<file path="src/rtl/core/bbc_ram.sv">
// generic single-write, single-read ram with registered read data
`timescale 1ns / 1ps
`default_nettype none

module bbc_ram #(
    parameter int WIDTH = 2,
    parameter int DEPTH = 256
) (
    input  wire                      i_clk,
    input  wire                      i_we,
    input  wire  [$clog2(DEPTH)-1:0] i_waddr,
    input  wire  [WIDTH-1:0]         i_wdata,
    input  wire  [$clog2(DEPTH)-1:0] i_raddr,
    output logic [WIDTH-1:0]         o_rdata
);

    logic [WIDTH-1:0] r_mem [DEPTH];

    always_ff @(posedge i_clk) begin
        if (i_we) begin
            r_mem[i_waddr] <= i_wdata;
        end
        o_rdata <= r_mem[i_raddr];
    end

endmodule

`default_nettype wire
</file>
<file path="config.mk">
export PLATFORM = sky130hd
export DESIGN_NAME = bbc_ram
export DESIGN_NICKNAME = d
export VERILOG_FILES = /design/src/rtl/core/bbc_ram.sv
export SDC_FILE = /design/constraint.sdc
export NUM_CORES = 1
export LEC_CHECK = 0
export CAP_MARGIN = 10
export CELL_PAD_IN_SITES_DETAIL_PLACEMENT = 1
export CELL_PAD_IN_SITES_GLOBAL_PLACEMENT = 1
export CORE_MARGIN = 5
export CORE_UTILIZATION = 32
export CTS_CLUSTER_DIAMETER = 30
export DETAILED_ROUTE_END_ITERATION = 16
export DONT_BUFFER_PORTS = 1
export GPL_TIMING_DRIVEN = 0
export PLACE_DENSITY_LB_ADDON = 0.1
export SYNTH_ARGS = -nofsm -noshare
export SYNTH_HDL_FRONTEND = slang
export SYNTH_SLANG_ARGS = --single-unit
export TNS_END_PERCENT = 30
</file>
<file path="constraint.sdc">
create_clock -name i_clk -period 2.14 [get_ports i_clk]
set_input_delay 0.321 -clock i_clk [delete_from_list [all_inputs] [get_ports i_clk]]
set_output_delay 0.321 -clock i_clk [all_outputs]
set_load 0.1 [all_outputs]
</file>
Word level (Yosys, flattened, before mapping):

Memories as Yosys holds them, arrays and structs flattened. A register that Yosys moved wholly into a read port is not among the register bits.
Cells that the tools add are included.

* memories: 1
* memory bits (writable): 512
* bits of input ports: 20
* register bits after elaboration: 0

* mux-type cells: 2

Memory list
* r_mem: depth 256, width 2, read ports 1, clocked after memory_dff 1, wr ports 1, line 17 `logic [WIDTH-1:0] r_mem [DEPTH];`

Operators with widths (number)
* 1-bit two-way mux: 2

Longest topological paths before layout:

* depth after elaboration: 2
* mapped depth: 11

Least setup slack after synthesis:

OpenSTA, ideal clock, no wires.

* path type: input-to-reg
* start point: input port i_raddr[0]
* end point: register o_rdata[0], read port of r_mem
* library setup time: 128 ps
* setup slack: 57 ps
* data arrival time: 1956 ps
* cell stages on the path: 8
* buffers on the path: 3
* path through: buf_6 buf_4 buf_4 mux4_2 a22oi_1 nand3_1 a32oi_1 a211oi_2

RTL lines
* from (decl): line 13 `input wire [$clog2(DEPTH)-1:0] i_raddr,`
* to (decl): line 14 `output logic [WIDTH-1:0] o_rdata`

==> results by stage <==
Clock tree:
- The root buffer cell chosen for the clock tree is sky130_fd_sc_hd__clkbuf_16.
- The total clock buffers created by CTS is 133.
- After clock tree synthesis, the clock-pin slew on the worst setup and hold paths is approximately 0.04 ns.
- The later pin in the worst-skew pair is clocked with a latency of 0.70 ns.
- Counting along the longest clock path gives a buffer depth of 3.
- The number of hold buffers added after CTS was 1.
- The H-tree was split into 4 levels.
- The CTS tree is built.
- The number of clock sinks seen by CTS is 514.

STA:
- Static timing analysis puts the maximum clock frequency at 0.4647 GHz.
- The final critical-path required period is 2.152 ns.
- The worst hold slack is -0.2282 ns.
- Dividing the final minimum period by the clock period gives 1.006.
- After layout, the worst setup slack is -0.01205 ns.
- The total count of max-transition violations in the final report is 0.
- The total of endpoints with negative setup slack in the final report is 1.
- The worst relative slew slack is 0.1675.
- For the pin with the worst max-slew slack, the measured transition is between 1 and 1.5 ns.
- The worst-case clock skew is slightly above 0.02 ns.
- Setup repair after global routing could not meet its margin everywhere.
- The number of failing hold endpoints at the final stage was 95.

Worst setup path:
- The longest individual stage delay on the worst path is 0.83 ns.
- The largest individual stage delay along the critical path comes from the cell sky130_fd_sc_hd__clkdlybuf4s15_1.
- The critical path starts at i_raddr[3].
- The startpoint identified for the worst register-to-register timing path is r_mem[40][1]$_DFFE_PP_.
- Counting cells, the worst reg-to-reg path comes to 6.
- STA classifies the critical path endpoint as a flop.
- The required arrival time at the worst endpoint is between 2 and 3 ns.
- The capture point of the critical path is o_rdata[1]$_DFF_P_.
- The worst register-to-register path has a setup slack of 0 ns.
- Of all nets on the critical path, the largest fanout is 10.
- The type of the worst setup path is input port to flop.
- The worst path arrival time is 2.71 ns.
- The startpoint kind of the worst setup timing path is an input port.
- Traced cell by cell, the critical path runs through buf_6 -> clkdlybuf4s15_1 -> mux4_2 -> mux2i_1 -> o21ai_0 -> nand2_1 -> a311oi_2.
- The endpoint of the most critical register-to-register path is o_rdata[1]$_DFF_P_.

Floorplanning:
- The vertical die dimension is 268.5 um.
- The total area inside the core boundary comes to 0.06598 sq mm.
- The number of placement rows is 94.
- The area enclosed by the die boundary is 0.07209 sq mm.
- Measured along the x axis, the die boundary spans 268.5 um.
- During I/O placement, the number of pins put on the boundary was 22.
- For this configuration, the core starts out at a cell density of 0.3241.

Drt:
- Detailed routing inserted a total of 12360 vias.
- The number of nets with antenna violations after routing is 0.
- The average detailed-routed wire length per instance is 30.78 um.
- The iteration count of the initial detailed-routing pass is 5.
- The remaining routing DRC violations is 0.
- The aggregate routed wire length is ~72000 um.
- After the first detailed-routing iteration, the DRC count stood at just under 900.
- The detail-routed via count per cell is 5.252.

Run status:
- The checks that failed: hold timing, setup timing.
- The flow ran to the end, but the final reports show violations.

Logic synthesis:
- The flip-flop and latch count after synthesis is slightly above 500.
- In the synthesized netlist the dominant register cell turns out to be sky130_fd_sc_hd__edfxtp_1.
- The share of the Yosys chip area taken by registers is 0.7209.
- Counting every net in the synthesized netlist gives 1262.
- The Yosys step of the flow raised 0 warnings.
- The number of distinct standard cells referenced by the synthesized netlist is 51.
- A synthesized cell averages 17.22 sq um.
- In the synthesized netlist the async set-or-reset flop fraction comes to 0.
- The number of enable flip-flop cells after synthesis is 512.
- The cell area after technology mapping is 0.02138 sq mm.
- The number of instances in the synthesized netlist is 1242.

Power:
- Dividing total power by cell area gives a power density of 1191 mW/mm^2.
- The maximum vdd drop is 0.5893 mV.
- The analysis attributes to cell leakage a power of between 8 and 9 nW.

Finish:
- Once layout is complete, the utilization of the core stands at 0.4129.
- 0 antenna diodes ended up in the layout.
- After the last flow step, the layout net total stands at 1407.
- From synthesis to final layout, the design area changed by 27.41%.
- The number of filler cells placed in the layout is 6398.
- In the final layout, the share of cells above drive strength 1 is 0.2498.

Placed design:
- The number of port buffers is 0.
- Routability-driven placement finished with a final weighted congestion of slightly below 0.8.
- The worst setup slack before clock tree synthesis is -1.270 ns.
- The HPWL after detailed placement is 46290 um.

Global routing:
- The global-route wire length before repair is 101700 um.
- The via count of the first global-routing pass is 13500.
- The number of antenna violations at the first check in global routing is 2.
- Entering global routing, the biggest net connects 257 pins.
- The total overflow left after global routing is 0.
- The global router's overall resource usage is 0.2030.

Hold path:
- The min-delay analysis places its worst path in the category input port to flop.
- The cell count of the worst hold path is 0.

Flow run:
- The max-cap check violation count is 0.
[state kept, by name (all words and copies together), names as in the netlist]
register and flops:
r_mem 512, o_rdata 2
[final cells by class]
class / count / area (sq um) / area share
sequential: 514 / 15410 / 0.5658
multi-input combinational: 632 / 5444 / 0.1998
clock buffer: 157 / 3440 / 0.1263
tap: 864 / 1081 / 0.03968
clock inverter: 80 / 1049 / 0.03849
buffer: 90 / 653.1 / 0.02397
timing repair buffer: 10 / 138.9 / 0.005098
inverter: 6 / 22.52 / 0.0008267
[timing repair]
action	CTS	global route
hold endpoints to repair	513	491
pin swaps	3	8
setup buffers	2	0
gates cloned	0	0
setup endpoints to repair	154	144
resized for setup	32	29
[per-stage QoR]
stage	hold WS (ns)	power (mW)	instances	TNS (ns)	area, sq um
global placement	0.4916	12.49	2106	-289.92	22460
floorplan	0.4199	12.03	1242	0	21380
detailed placement	0.4931	12.50	2113	-246.83	22580
finish	-0.2282	32.43	2353	-0.01205	27240
CTS	-0.2551	32.76	2353	-0.1079	27190
global route	-0.2617	33.41	2353	-0.5837	27240
[how the worst min path moves through the flow]
stage | endpoint | slack (ns) | start
2_1_floorplan | r_mem[0][0]$_DFFE_PP_ | 0.42 | i_wdata[0]
3_3_place_gp | r_mem[152][0]$_DFFE_PP_ | 0.49 | i_wdata[0]
3_5_place_dp | r_mem[152][0]$_DFFE_PP_ | 0.49 | i_wdata[0]
4_1_cts | r_mem[178][0]$_DFFE_PP_ | -0.26 | i_wdata[0]
5_1_grt | r_mem[152][0]$_DFFE_PP_ | -0.26 | i_wdata[0]
6_report | r_mem[152][0]$_DFFE_PP_ | -0.23 | i_wdata[0]
[worst max-delay path, delay by kind of cell]
family | cells | cell delay, ns
AO/OA/AOI/OAI | 2 | 0.73
AND/OR/NAND/NOR | 1 | 0.16
buffers and inverters | 2 | 1.01
multiplexers | 2 | 0.45
[Yosys cell counts (2+ instances only)]
cell	count	area, sq um
sky130_fd_sc_hd__inv_2	2	7.510
sky130_fd_sc_hd__a221o_1	2	20.02
sky130_fd_sc_hd__o211ai_1	2	15.01
sky130_fd_sc_hd__mux2i_1	61	610.6
sky130_fd_sc_hd__nand2_1	29	108.9
sky130_fd_sc_hd__o221ai_1	16	140.1
sky130_fd_sc_hd__mux2_2	8	90.09
sky130_fd_sc_hd__a221oi_1	7	61.31
sky130_fd_sc_hd__nand4_1	9	56.30
sky130_fd_sc_hd__nand2b_1	2	12.51
sky130_fd_sc_hd__a31o_1	2	17.52
sky130_fd_sc_hd__a222oi_1	2	20.02
sky130_fd_sc_hd__o21ai_0	10	50.05
sky130_fd_sc_hd__nor2b_1	11	68.82
sky130_fd_sc_hd__a2111oi_0	6	52.55
sky130_fd_sc_hd__buf_4	2	15.01
sky130_fd_sc_hd__dfxtp_1	2	40.04
sky130_fd_sc_hd__buf_8	2	30.03
sky130_fd_sc_hd__buf_12	8	160.2
sky130_fd_sc_hd__a31oi_1	2	12.51
sky130_fd_sc_hd__buf_6	10	112.6
sky130_fd_sc_hd__o22ai_1	7	43.79
sky130_fd_sc_hd__buf_2	10	50.05
sky130_fd_sc_hd__mux4_1	20	525.5
sky130_fd_sc_hd__o2bb2ai_1	2	17.52
sky130_fd_sc_hd__clkbuf_1	53	198.9
sky130_fd_sc_hd__buf_1	2	7.510
sky130_fd_sc_hd__inv_1	4	15.01
sky130_fd_sc_hd__and2_1	3	18.77
sky130_fd_sc_hd__a2111oi_2	2	30.03
sky130_fd_sc_hd__nand3_1	27	135.1
sky130_fd_sc_hd__o31ai_1	4	30.03
sky130_fd_sc_hd__o21ai_1	7	35.03
sky130_fd_sc_hd__and2b_1	2	15.01
sky130_fd_sc_hd__clkbuf_4	2	15.01
sky130_fd_sc_hd__nor2_1	268	1006
sky130_fd_sc_hd__a22oi_1	4	30.03
sky130_fd_sc_hd__a22o_1	8	70.07
sky130_fd_sc_hd__a211oi_1	10	75.07
sky130_fd_sc_hd__a21oi_1	9	45.04
sky130_fd_sc_hd__mux4_2	82	1847
sky130_fd_sc_hd__edfxtp_1	512	15370
[power by group]
group | internal (mW) | switching [mW] | leakage, nW
registers | 11.1 | 0.0601 | 4.62
clock network | 14.1 | 5.95 | 2.17
logic | 0.415 | 0.756 | 2.02
total | 25.7 | 6.77 | 8.82
[layout by cell type (no fill, tap or decap), drive strengths merged, types with 17 or more instances in the layout]
cell type	netlist	final
buf	34	47
bufinv	0	23
clkbuf	55	208
clkinv	0	42
edfxtp	512	512
mux2i	61	61
mux4	102	102
nand2	29	29
nand3	27	27
nor2	268	268
o21ai	17	17
[kinds of logic (layout without fill, tap and decap cells)]
group	Yosys count	after routing	synth area share
multiplexers	171	171	0.1437
flip-flops	514	514	0.7209
AND/OR/NAND/NOR	354	354	0.06759
buffers and inverters	96	343	0.02920
AO/OA/AOI/OAI	107	107	0.03856
[routing by layer]
metal,global-route usage,part of all wire,wire [um],vias to the layer above
met1,0.2656,0.43,31380,6587
met4,0.06624,0.025,1779,2
met2,0.3287,0.48,34610,371
li1,-,-,-,5274
met5,0,0.00018,13,-
met3,0.05904,0.064,4626,124
Note: power is estimated with default switching activity, not from simulation.
